--- config.mk ---
export PLATFORM = sky130hd
export DESIGN_NAME = scatter_gather_list_walker
export DESIGN_NICKNAME = d
export VERILOG_FILES = /design/src/rtl/sgl_pkg.sv /design/src/rtl/sgl_seg_mem.sv /design/src/rtl/sgl_seek.sv /design/src/rtl/scatter_gather_list_walker.sv
export SDC_FILE = /design/constraint.sdc
export NUM_CORES = 2
export LEC_CHECK = 0
export BUFFER_PORTS_ARGS = -buffer_cell sky130_fd_sc_hd__buf_2
export CELL_PAD_IN_SITES_DETAIL_PLACEMENT = 1
export CELL_PAD_IN_SITES_GLOBAL_PLACEMENT = 1
export CORE_ASPECT_RATIO = 1.75
export CORE_MARGIN = 2
export CORE_UTILIZATION = 38
export DETAILED_ROUTE_END_ITERATION = 6
export HOLD_SLACK_MARGIN = 0.12
export PLACE_DENSITY = 0.68
export RECOVER_POWER = 100
export SETUP_SLACK_MARGIN = 0.1
export SYNTH_ARGS = -nofsm -noshare
export SYNTH_HDL_FRONTEND = slang
export SYNTH_HIERARCHICAL = 1
export SYNTH_SLANG_ARGS = --single-unit
--- constraint.sdc ---
create_clock -name clk -period 9.8 [get_ports clk]
set_input_delay 1.47 -clock clk [delete_from_list [all_inputs] [get_ports clk]]
set_output_delay 1.47 -clock clk [all_outputs]
set_load 0.01 [all_outputs]
--- src/rtl/sgl_pkg.sv ---
// Shared types and constants for the scatter-gather list walker.
// No dependencies; every other file in rtl/ refers to this package by scoped names.
`timescale 1ns / 1ps

package sgl_pkg;

	// action codes carried in s_tuser
	localparam logic [1:0] ACT_LOAD = 2'd0;
	localparam logic [1:0] ACT_SEEK = 2'd1;
	localparam logic [1:0] ACT_NEXT = 2'd2;

	localparam int ACT_W   = 2;
	localparam int CNT_W   = 6;
	localparam int SLOT_W  = 5;
	localparam int ADDR_W  = 64;
	localparam int LEN_W   = 32;

	// input word layout, lowest bit up
	localparam int IN_DATA_W = 168;
	localparam int IN_IDX_LO = 0;
	localparam int IN_BAS_LO = IN_IDX_LO + SLOT_W;
	localparam int IN_STA_LO = IN_BAS_LO + ADDR_W;
	localparam int IN_LEN_LO = IN_STA_LO + LEN_W;
	localparam int IN_SEK_LO = IN_LEN_LO + LEN_W;

	// output word layout: address then length
	localparam int OUT_DATA_W = ADDR_W + LEN_W;

	// one table entry: base already offset by start
	typedef struct packed {
		logic [LEN_W-1:0]  len;
		logic [ADDR_W-1:0] bs;
	} entry_t;

	// seek unit status toward the top level
	typedef struct packed {
		logic             busy;
		logic             done;
		logic [LEN_W-1:0] bytes_left;
	} seek_stat_t;

endpackage

--- src/rtl/sgl_seg_mem.sv ---
// Segment table memory: one write port, one read port with registered read data.
// Uses sgl_pkg::entry_t for the stored word.
`timescale 1ns / 1ps

module sgl_seg_mem #(
	parameter int DEPTH = 32,
	parameter int IDX_W = 5
) (
	input  logic                 clk,
	input  logic                 we,
	input  logic [IDX_W-1:0]     waddr,
	input  sgl_pkg::entry_t      wdata,
	input  logic                 re,
	input  logic [IDX_W-1:0]     raddr,
	output sgl_pkg::entry_t      rdata
);

	sgl_pkg::entry_t mem_q [DEPTH];
	sgl_pkg::entry_t rdata_q;

	always_ff @(posedge clk) begin
		if (we) begin
			mem_q[waddr] <= wdata;
		end
	end

	always_ff @(posedge clk) begin
		if (re) begin
			rdata_q <= mem_q[raddr];
		end
	end

	assign rdata = rdata_q;

endmodule

--- src/rtl/sgl_seek.sv ---
// Seek sequencer: walks the segment table one read per cycle, summing lengths.
// Drives the table read port while busy; uses sgl_pkg::seek_stat_t.
`timescale 1ns / 1ps

module sgl_seek #(
	parameter int IDX_W = 5,
	parameter int CUR_W = 6
) (
	input  logic                      clk,
	input  logic                      arst_n,
	input  logic                      start,
	input  logic [sgl_pkg::LEN_W-1:0] target,
	input  logic [CUR_W-1:0]          count,
	input  logic [sgl_pkg::LEN_W-1:0] rd_len,
	output logic                      rd_en,
	output logic [IDX_W-1:0]          rd_addr,
	output logic [CUR_W-1:0]          cursor,
	output sgl_pkg::seek_stat_t       stat
);

	localparam logic S_IDLE = 1'b0;
	localparam logic S_WALK = 1'b1;

	logic                      state_q;
	logic [CUR_W-1:0]          iss_q;
	logic [CUR_W-1:0]          chk_q;
	logic [sgl_pkg::LEN_W-1:0] sum_q;
	logic [sgl_pkg::LEN_W-1:0] tgt_q;
	logic                      rvld_s1;

	logic [sgl_pkg::LEN_W-1:0] sum_nx;
	logic                      hit;
	logic                      last;
	logic                      done;

	assign sum_nx = sum_q + rd_len;
	assign hit    = sum_nx > tgt_q;
	assign last   = (chk_q + 1'b1) == count;

	assign rd_en   = (state_q == S_WALK) && (iss_q < count);
	assign rd_addr = iss_q[IDX_W-1:0];

	always_comb begin
		done            = 1'b0;
		cursor          = count;
		stat.busy       = (state_q == S_WALK);
		stat.bytes_left = sum_q - tgt_q;
		if (state_q == S_WALK) begin
			if (chk_q == count) begin
				done = 1'b1;
			end else if (rvld_s1 && (hit || last)) begin
				done            = 1'b1;
				cursor          = hit ? chk_q : count;
				stat.bytes_left = sum_nx - tgt_q;
			end
		end
		stat.done = done;
	end

	always_ff @(posedge clk or negedge arst_n) begin
		if (!arst_n) begin
			state_q <= S_IDLE;
			iss_q   <= '0;
			chk_q   <= '0;
			sum_q   <= '0;
			rvld_s1 <= 1'b0;
		end else begin
			unique case (state_q)
				S_IDLE: begin
					rvld_s1 <= 1'b0;
					if (start) begin
						state_q <= S_WALK;
						iss_q   <= '0;
						chk_q   <= '0;
						sum_q   <= '0;
					end
				end
				S_WALK: begin
					rvld_s1 <= rd_en;
					if (rd_en) begin
						iss_q <= iss_q + 1'b1;
					end
					if (done) begin
						state_q <= S_IDLE;
					end else if (rvld_s1) begin
						sum_q <= sum_nx;
						chk_q <= chk_q + 1'b1;
					end
				end
				default: state_q <= S_IDLE;
			endcase
		end
	end

	// target needs no reset
	always_ff @(posedge clk) begin
		if (start && (state_q == S_IDLE)) begin
			tgt_q <= target;
		end
	end

endmodule

--- src/rtl/scatter_gather_list_walker.sv ---
// Top level of the scatter-gather list walker: cursor, fetch pipeline, output register.
// Depends on sgl_pkg, sgl_seg_mem and sgl_seek.
`timescale 1ns / 1ps

// Usage
//   Input stream (s_*): one word per item. s_tuser holds the action (load, seek,
//   next); s_tdata holds the entry fields and the seek offset. Loads and seeks
//   return nothing; a next word returns one address/length pair on m_*.
//   Config channel (cfg_*): writes segment_count; always ready, and is to be
//   written only while the block is idle.
//   Path: a next word is registered in the read stage, with the table read, and
//   then in the output register before its result shows on m_*.
//   Throughput: next, load and undefined words do not hold the input, so next
//   words stream one per cycle while the output side is not stalled. A seek
//   holds s_tready low while its walk runs: the single table read port walks
//   one entry per cycle through the running sum, up to the effective segment
//   count, and the walk stops early at the first segment that passes the offset.
//   Reset (arst_n low): cursor, bytes left, segment_count and all valid flags
//   clear. The table is not cleared; entries read before a load are garbage.
//   Stall: when m_tready is low the result holds in the output register and
//   one more next word may sit in the read stage; s_tready then drops.

module scatter_gather_list_walker #(
	parameter int MAX_SEGMENTS = 32
) (
	input  logic                           clk,
	input  logic                           arst_n,
	// input stream handshake
	input  logic                           s_tvalid,
	output logic                           s_tready,
	// [4:0] entry_index, [68:5] entry_base, [100:69] entry_start,
	// [132:101] entry_length, [164:133] seek_offset, [167:165] zero
	input  logic [sgl_pkg::IN_DATA_W-1:0]  s_tdata,
	// [1:0] action
	input  logic [sgl_pkg::ACT_W-1:0]      s_tuser,
	output logic                           m_tvalid,
	input  logic                           m_tready,
	// [63:0] seg_address, [95:64] seg_length
	output logic [sgl_pkg::OUT_DATA_W-1:0] m_tdata,
	// [0] exhausted
	output logic                           m_tuser,
	input  logic                           cfg_valid,
	output logic                           cfg_ready,
	// [5:0] segment_count
	input  logic [sgl_pkg::CNT_W-1:0]      cfg_data
);

	localparam int IDX_W = (MAX_SEGMENTS > 1) ? $clog2(MAX_SEGMENTS) : 1;
	localparam int CUR_W = $clog2(MAX_SEGMENTS + 1);

	// unpack input word
	logic [sgl_pkg::SLOT_W-1:0] entry_index;
	logic [sgl_pkg::ADDR_W-1:0] entry_base;
	logic [sgl_pkg::LEN_W-1:0]  entry_start;
	logic [sgl_pkg::LEN_W-1:0]  entry_length;
	logic [sgl_pkg::LEN_W-1:0]  seek_offset;

	assign entry_index  = s_tdata[sgl_pkg::IN_IDX_LO +: sgl_pkg::SLOT_W];
	assign entry_base   = s_tdata[sgl_pkg::IN_BAS_LO +: sgl_pkg::ADDR_W];
	assign entry_start  = s_tdata[sgl_pkg::IN_STA_LO +: sgl_pkg::LEN_W];
	assign entry_length = s_tdata[sgl_pkg::IN_LEN_LO +: sgl_pkg::LEN_W];
	assign seek_offset  = s_tdata[sgl_pkg::IN_SEK_LO +: sgl_pkg::LEN_W];

	logic [sgl_pkg::CNT_W-1:0]  cnt_q;
	logic [CUR_W-1:0]           cursor_q;
	logic [sgl_pkg::LEN_W-1:0]  left_q;
	logic [CUR_W-1:0]           n_eff;

	// read stage of a next word
	logic                       s1_vld;
	logic                       s1_exh;
	logic [sgl_pkg::LEN_W-1:0]  s1_left;

	// output register
	logic                       out_vld_q;
	logic [sgl_pkg::ADDR_W-1:0] out_addr_q;
	logic [sgl_pkg::LEN_W-1:0]  out_len_q;
	logic                       out_exh_q;

	logic                       adv;
	logic                       acc;
	logic                       is_load;
	logic                       is_seek;
	logic                       is_next;
	logic                       exh_now;

	sgl_pkg::seek_stat_t        seek_stat;
	logic                       seek_rd_en;
	logic [IDX_W-1:0]           seek_rd_addr;
	logic [CUR_W-1:0]           seek_cursor;

	logic                       mem_we;
	logic [IDX_W-1:0]           mem_waddr;
	sgl_pkg::entry_t            mem_wdata;
	logic                       mem_re;
	logic [IDX_W-1:0]           mem_raddr;
	sgl_pkg::entry_t            mem_rdata;

	// clamp count to table capacity
	assign n_eff = (32'(cnt_q) > MAX_SEGMENTS) ? CUR_W'(MAX_SEGMENTS) : CUR_W'(cnt_q);

	// output side frees up when empty or taken this cycle
	assign adv      = !out_vld_q || m_tready;
	assign s_tready = !seek_stat.busy && (!s1_vld || adv);
	assign acc      = s_tvalid && s_tready;
	assign exh_now  = cursor_q >= n_eff;

	always_comb begin
		is_load = 1'b0;
		is_seek = 1'b0;
		is_next = 1'b0;
		unique case (s_tuser)
			sgl_pkg::ACT_LOAD: is_load = 1'b1;
			sgl_pkg::ACT_SEEK: is_seek = 1'b1;
			sgl_pkg::ACT_NEXT: is_next = 1'b1;
			default: ;
		endcase
	end

	// load: drop slots beyond capacity, fold start into base at write time
	assign mem_we          = acc && is_load && (32'(entry_index) < MAX_SEGMENTS);
	assign mem_waddr       = IDX_W'(entry_index);
	assign mem_wdata.bs    = entry_base + sgl_pkg::ADDR_W'(entry_start);
	assign mem_wdata.len   = entry_length;

	// the read port belongs to the seek walk while it runs, else to next words
	assign mem_re    = seek_stat.busy ? seek_rd_en : (acc && is_next && !exh_now);
	assign mem_raddr = seek_stat.busy ? seek_rd_addr : cursor_q[IDX_W-1:0];

	sgl_seg_mem #(
		.DEPTH (MAX_SEGMENTS),
		.IDX_W (IDX_W)
	) u_mem (
		.clk   (clk),
		.we    (mem_we),
		.waddr (mem_waddr),
		.wdata (mem_wdata),
		.re    (mem_re),
		.raddr (mem_raddr),
		.rdata (mem_rdata)
	);

	sgl_seek #(
		.IDX_W (IDX_W),
		.CUR_W (CUR_W)
	) u_seek (
		.clk     (clk),
		.arst_n  (arst_n),
		.start   (acc && is_seek),
		.target  (seek_offset),
		.count   (n_eff),
		.rd_len  (mem_rdata.len),
		.rd_en   (seek_rd_en),
		.rd_addr (seek_rd_addr),
		.cursor  (seek_cursor),
		.stat    (seek_stat)
	);

	// config register
	assign cfg_ready = 1'b1;

	always_ff @(posedge clk or negedge arst_n) begin
		if (!arst_n) begin
			cnt_q <= '0;
		end else if (cfg_valid) begin
			cnt_q <= cfg_data;
		end
	end

	// cursor: advance on each next word in range, reload at end of a seek
	always_ff @(posedge clk or negedge arst_n) begin
		if (!arst_n) begin
			cursor_q <= '0;
			left_q   <= '0;
		end else if (seek_stat.done) begin
			cursor_q <= seek_cursor;
			left_q   <= seek_stat.bytes_left;
		end else if (acc && is_next && !exh_now) begin
			cursor_q <= cursor_q + 1'b1;
			left_q   <= '0;
		end
	end

	// read stage: table data arrives from the memory register this cycle
	always_ff @(posedge clk or negedge arst_n) begin
		if (!arst_n) begin
			s1_vld <= 1'b0;
		end else if (!s1_vld || adv) begin
			s1_vld <= acc && is_next;
		end
	end

	always_ff @(posedge clk) begin
		if (acc && is_next) begin
			s1_exh  <= exh_now;
			s1_left <= left_q;
		end
	end

	// output register: hold while the receiver stalls
	always_ff @(posedge clk or negedge arst_n) begin
		if (!arst_n) begin
			out_vld_q <= 1'b0;
		end else if (adv) begin
			out_vld_q <= s1_vld;
		end
	end

	always_ff @(posedge clk) begin
		if (adv && s1_vld) begin
			out_exh_q <= s1_exh;
			if (s1_exh) begin
				out_addr_q <= '0;
				out_len_q  <= '0;
			end else if (s1_left != '0) begin
				// tail of a partly consumed segment
				out_addr_q <= mem_rdata.bs + sgl_pkg::ADDR_W'(mem_rdata.len)
				              - sgl_pkg::ADDR_W'(s1_left);
				out_len_q  <= s1_left;
			end else begin
				out_addr_q <= mem_rdata.bs;
				out_len_q  <= mem_rdata.len;
			end
		end
	end

	assign m_tvalid = out_vld_q;
	assign m_tdata  = {out_len_q, out_addr_q};
	assign m_tuser  = out_exh_q;

endmodule

Word level (Yosys, flattened, before mapping):

Memories as Yosys holds them, arrays and structs flattened. A register that Yosys moved wholly into a read port is not among the register bits.
Cells that the tools add are included.

* $add $sub $neg: 9
* multiply operators: 0
* div/mod/pow operators: 0
* magnitude comparators: 4
* equal/unequal tests: 8
* shift operators: 0
* multiplexer cells: 38
* bitwise operators: 1
* reductions and logical operators: 22

Operators with widths (count)
* two-way mux 32 bit: 9
* adder 64 x 32 -> 64 bit: 2
* two-way mux 6 bit: 11
* two-way mux 64 bit: 1
* one-hot mux 32 bit (2 select lines): 1
* subtractor 32 bit: 2
* subtractor 64 x 32 -> 64 bit: 1
* adder 32 bit: 1
* > comparator 32 bit: 1
* nonzero test 32 bit: 1
* one-hot mux 6 bit (2 select lines): 2
* adder 6 x 1 -> 6 bit, second input constant: 3
* equality test 6 bit: 2
* two-way mux 1 bit: 11
* logical AND 1 bit: 10
* greater-or-equal comparator 6 bit: 1
* > comparator 6 bit, second input constant: 1
* < comparator 6 bit: 1
* inequality test 2 bit, second input constant: 3
* two-way mux 5 bit: 1
* logical NOT 1 bit: 4
* one-hot mux 1 bit (2 select lines): 2
* logical OR 1 bit: 3
* AND reduction 3 bit: 1
* 7 further kinds: 7

* register bits after elaboration: 254
* latch bits: 0
* bits in writable memories: 3072
* memory bits (read-only): 0
* bits of input ports: 181
* memories: 1

Memories
* u_mem.mem_q: depth 32, bits a word 96, rd ports 1, clocked after Yosys merged registers in 1, wr ports 1, line sgl_seg_mem.sv:18 `sgl_pkg::entry_t mem_q [DEPTH];`

Depth between registers and ports, before layout:

* word-level depth: 10
* mapped depth: 25
* depth with buffers taken out: 22

Hierarchy:

Netlist, hierarchy kept.

By module, submodules not included
* sgl_seg_mem: instances 1, cells each 5604, area each 119514.6 sq um
* scatter_gather_list_walker: instances 1, cells each 1684, area each 14298.7 sq um
* sgl_seek: instances 1, cells each 1044, area each 8577.0 sq um

Worst setup path before layout:

Ideal clock, no wire load.

* path type: in2reg
* start point: input port m_tready
* end point: register, netlist name u_mem/rdata[0]
* library setup time: 0.458 ns
* data arrival time: 7.538 ns
* required time: 9.342 ns
* slack: 1.804 ns
* cell stages on the path: 7
* path through: nor2b_1 > a21oi_1 > nand2_1 > nor3b_1 > nand2_1 > clkbuf_1 > nand2_1

* word-level cells in the longest chain between the ends: 7

RTL lines
* start: declaration: line scatter_gather_list_walker.sv:37 `input logic m_tready,`
* logical OR 1 bit: line scatter_gather_list_walker.sv:103 `assign adv = !out_vld_q || m_tready;`
* logical OR 1 bit: line scatter_gather_list_walker.sv:104 `assign s_tready = !seek_stat.busy && (!s1_vld || adv);`
* logical AND 1 bit: line scatter_gather_list_walker.sv:104
* named net s_tready: line scatter_gather_list_walker.sv:30 `output logic s_tready,`
* logical AND 1 bit: line scatter_gather_list_walker.sv:105 `assign acc = s_tvalid && s_tready;`
* logical AND 1 bit (2 in a row): line scatter_gather_list_walker.sv:127 `assign mem_re = seek_stat.busy ? seek_rd_en : (acc && is_next && !exh_now);`
* two-way mux 1 bit: line scatter_gather_list_walker.sv:127
* named net mem_re: line scatter_gather_list_walker.sv:95 `logic mem_re;`

The timed path passes the listed nets, and every way through them passes these cells.
A chain may end at the register's enable or synchronous reset.

Final worst setup path:

* start point: register u_seek.state_q
* end point: register, netlist name u_mem/rdata[20]

* elaborated cells between the ends (all ways): 8

RTL lines
* start: declaration: line sgl_seek.sv:24 `logic state_q;`
* start signal: assignment: line sgl_seek.sv:62 `state_q <= S_IDLE;`
* start signal: assignment: line sgl_seek.sv:72 `state_q <= S_WALK;`
* start signal: assignment: line sgl_seek.sv:84 `state_q <= S_IDLE;`
* two-way mux 5 bit: line scatter_gather_list_walker.sv:128 `assign mem_raddr = seek_stat.busy ? seek_rd_addr : cursor_q[IDX_W-1:0];`
* named net mem_raddr[2]: line scatter_gather_list_walker.sv:96 `logic [IDX_W-1:0] mem_raddr;`

The timed path passes the listed nets, and every way through them passes these cells.

==> flow_metrics.tcl <==
set metrics [dict create \
    grt.overflow.total 0 \
    worstPathRequired_ns 10.04 \
    synth_ff_type "edfxtp_1" \
    reg2reg_depth 6 \
    cp-end-kind "flop" \
    clockBufferDepth 4 \
    cts.clk_slew.worst_paths_ns 0.06 \
    syn2layout_area_growth_pct 12.24 \
    dpl.hpwl_um 266800 \
    placed_cell_area_um2 150800 \
    status "complete, but fails checks" \
    first_global_vias 85332 \
    violations "capacitance limit, slew limit" \
    synth_seq_cells 3422 \
    via_per_inst 5.829 \
    yosys.area.top_type "edfxtp_1" \
    finalCritPeriodShare_pct 91.56 \
    stdcell_count 14047 \
    cts_root_buffer "clkbuf_16" \
    clkSinkCount 3422 \
    p_leak_nw 53.33 \
    cts_hold_buf 0 \
    cts_setup_buffers 0 \
    register_area_um2 102300 \
    finalCriticalPeriod_ns 8.973 \
    cts_tree "yes" \
    async_reset_ff_share_pct 2.688 \
    routed_wl_um 454700 \
    rsz0062_at_grt "no" \
    finalNetCount 9115 \
    min_delay_path_depth 0 \
    vias 81873 \
    ios 281 \
    start_kind "flop" \
    synth_top_area_share_pct 70.23 \
    drtIter0Drc 7222 \
    cap_violations 130 \
    dr.pass1.iters 6 \
    grt_pass1_wl_um 634600 \
    drc 0 \
    grt_antenna_before_repair 79 \
    peakVddDrop_mv 0.3658 \
    cts_buffers 312 \
    relSlewSlack_pct -267.9 \
    syn_area_per_cell_um2 17.09 \
    rows 297 \
    grt_max_degree 121 \
    ys_warn_count 6 \
    ys_seq_area_share_pct 71.84 \
    arrival_ns 9.21 \
    clk_latency_ns 0.93 \
    fp.dieW_um 466.7 \
    slew_viol_final 4705 \
    fin_skew_ns 0.05617 \
    dieArea_um2 379800 \
    grt_use_total_pct 23.49 \
    hold_class "reg -> reg" \
    final_common_cell "edfxtp_1" \
    fin_setup_tns_ns 0 \
    portBuffers 276 \
    tightest_slew_ns 5.518 \
    synthTopCellsByArea "edfxtp_1 (70%), mux4_2 (6.1%), mux2i_1 (5.5%)" \
    setup_viol 0 \
    globalplace.congestion 0.9401 \
    netlist-cell-type-count 95 \
    p_per_area_nw_per_um2 328.5 \
    synth_edf_count 3330 \
    antenna_left 0 \
    h-tree-depth 5 \
    hold_viol_final 0 \
    fp.coreArea_um2 373500 \
    crit_type "reg -> reg" \
    max_freq_mhz 111.4 \
    critPathMaxFanout 60 \
    cts_resized 0 \
    syn_nets 8753 \
    drive_above_1_share_pct 13.25 \
    nFillCells 36375 \
    start_util_pct 38.13 \
    multiInputGateArea_um2 37520 \
    wire_per_inst_um 32.37 \
    final_cell_mix "edfxtp_1 (3330), mux2i_1 (782), a22oi_1 (513), mux4_2 (384), nand2_1 (361)" \
    fin_area_um2 159800 \
    synthCells 8332 \
    dp.cells 13310 \
    die_h_um 813.8 \
    fin_total_pwr_mw 52.50 \
    syn-cell-area_um2 142400 \
]
worst paths after layout:
check                           slack (ns)                   endpoint                startpoint
worst max register to register        0.83  u_mem/rdata[20]$_DFFE_PP_  u_seek/state_q$_DFF_PN0_
max in group asynchronous             4.54       m_tvalid$_DFFE_PN0P_                    arst_n
worst max-delay path                  0.83  u_mem/rdata[20]$_DFFE_PP_  u_seek/state_q$_DFF_PN0_
worst min register to register        0.42      s1_left[19]$_DFFE_PP_    left_q[19]$_DFFE_PN0P_
min in group asynchronous             1.24     left_q[22]$_DFFE_PN0P_                    arst_n
worst min-delay path                  0.42      s1_left[19]$_DFFE_PP_    left_q[19]$_DFFE_PN0P_
flip-flops by register name, indices dropped and copies added (netlist names), 6 cells and up:
register and count:
u_mem/mem_q 3072, u_mem/rdata 96, out_addr_q 64, left_q 32, out_len_q 32, s1_left 32
u_seek/sum_q 32, u_seek/tgt_q 32, cnt_q 6, cursor_q 6, u_seek/chk_q 6, u_seek/iss_q 6
report_power, final:
| group | internal, mW | total, mW | leakage (nW) | switching, mW |
|---|---|---|---|---|
| clock network | 6.71 | 12.2 | 4.79 | 5.45 |
| logic | 7.81 | 22.7 | 17.4 | 14.9 |
| registers | 17.2 | 17.6 | 31.2 | 0.442 |
cells by family (layout without fill, tap and decap cells):
group                      Yosys count  count (layout)  share of synthesized area (%)
AOI/OAI and AO/OA                 1401            1401                          6.735
DFF                               3422            3422                          71.84
other                                1             188                       0.002634
xor gates and xnor gates           209             209                          1.286
and+or+nand+nor                   1194            1194                          4.020
buffers and inverters              685            1280                          2.134
muxes                             1179            1179                          11.67
adders and majority gates          241             241                          2.306
Yosys cell counts, drive strengths merged, types with 7 or more instances:
cell,instances
a2111oi,8
a211oi,35
a21o,126
a21oi,281
a221oi,8
a22o,51
a22oi,513
a31oi,74
and2,21
and3,35
and4,7
buf,198
clkbuf,231
dfrtp,92
edfxtp,3330
fa,36
ha,204
inv,255
mux2,13
mux2i,782
mux4,384
nand2,361
nand2b,35
nand3,263
nand3b,9
nand4,86
nor2,225
nor2b,40
nor3,44
nor3b,12
nor4,19
o211ai,16
o21a,22
o21ai,161
o21bai,21
o31ai,13
or2,7
or3,12
xnor2,115
xor2,94
stage by stage:
step	hold WS (ns)	util, %	worst slack [ns]
4_1_cts	0.4284	43.01	2.312
3_5_place_dp	0.4313	40.38	2.270
2_1_floorplan	0.4244	-	1.804
5_1_grt	0.4381	42.77	0.9306
6_report	0.4224	42.79	0.8268
3_3_place_gp	0.4344	40.38	2.368
metal layers:
metal	global-route usage, %	up-vias	wire length (um)
met5	0	-	297
met1	26.71	43573	163600
met2	42.23	3193	235400
li1	-	34092	-
met4	12.40	44	26570
met3	3.676	971	28910
critical path: stages (launching register included):
cell	delay, ns
dfrtp_1	0.71
mux2_1	2.67
clkbuf_1	1.83
nor2_1	0.84
and2_1	0.60
a32oi_1	0.36
nand4_1	1.08
cell type report:
class                      instances  share of cell area, %
timing repair buffer             477                  1.611
antenna                          187                 0.2928
inverter                         256                 0.6013
multi-input combinational       4225                  23.48
clock buffer                     379                  5.116
sequential                      3422                  64.01
clock inverter                   168                  1.031
tap                             4933                  3.862
(Power assumes the default switching activity.)
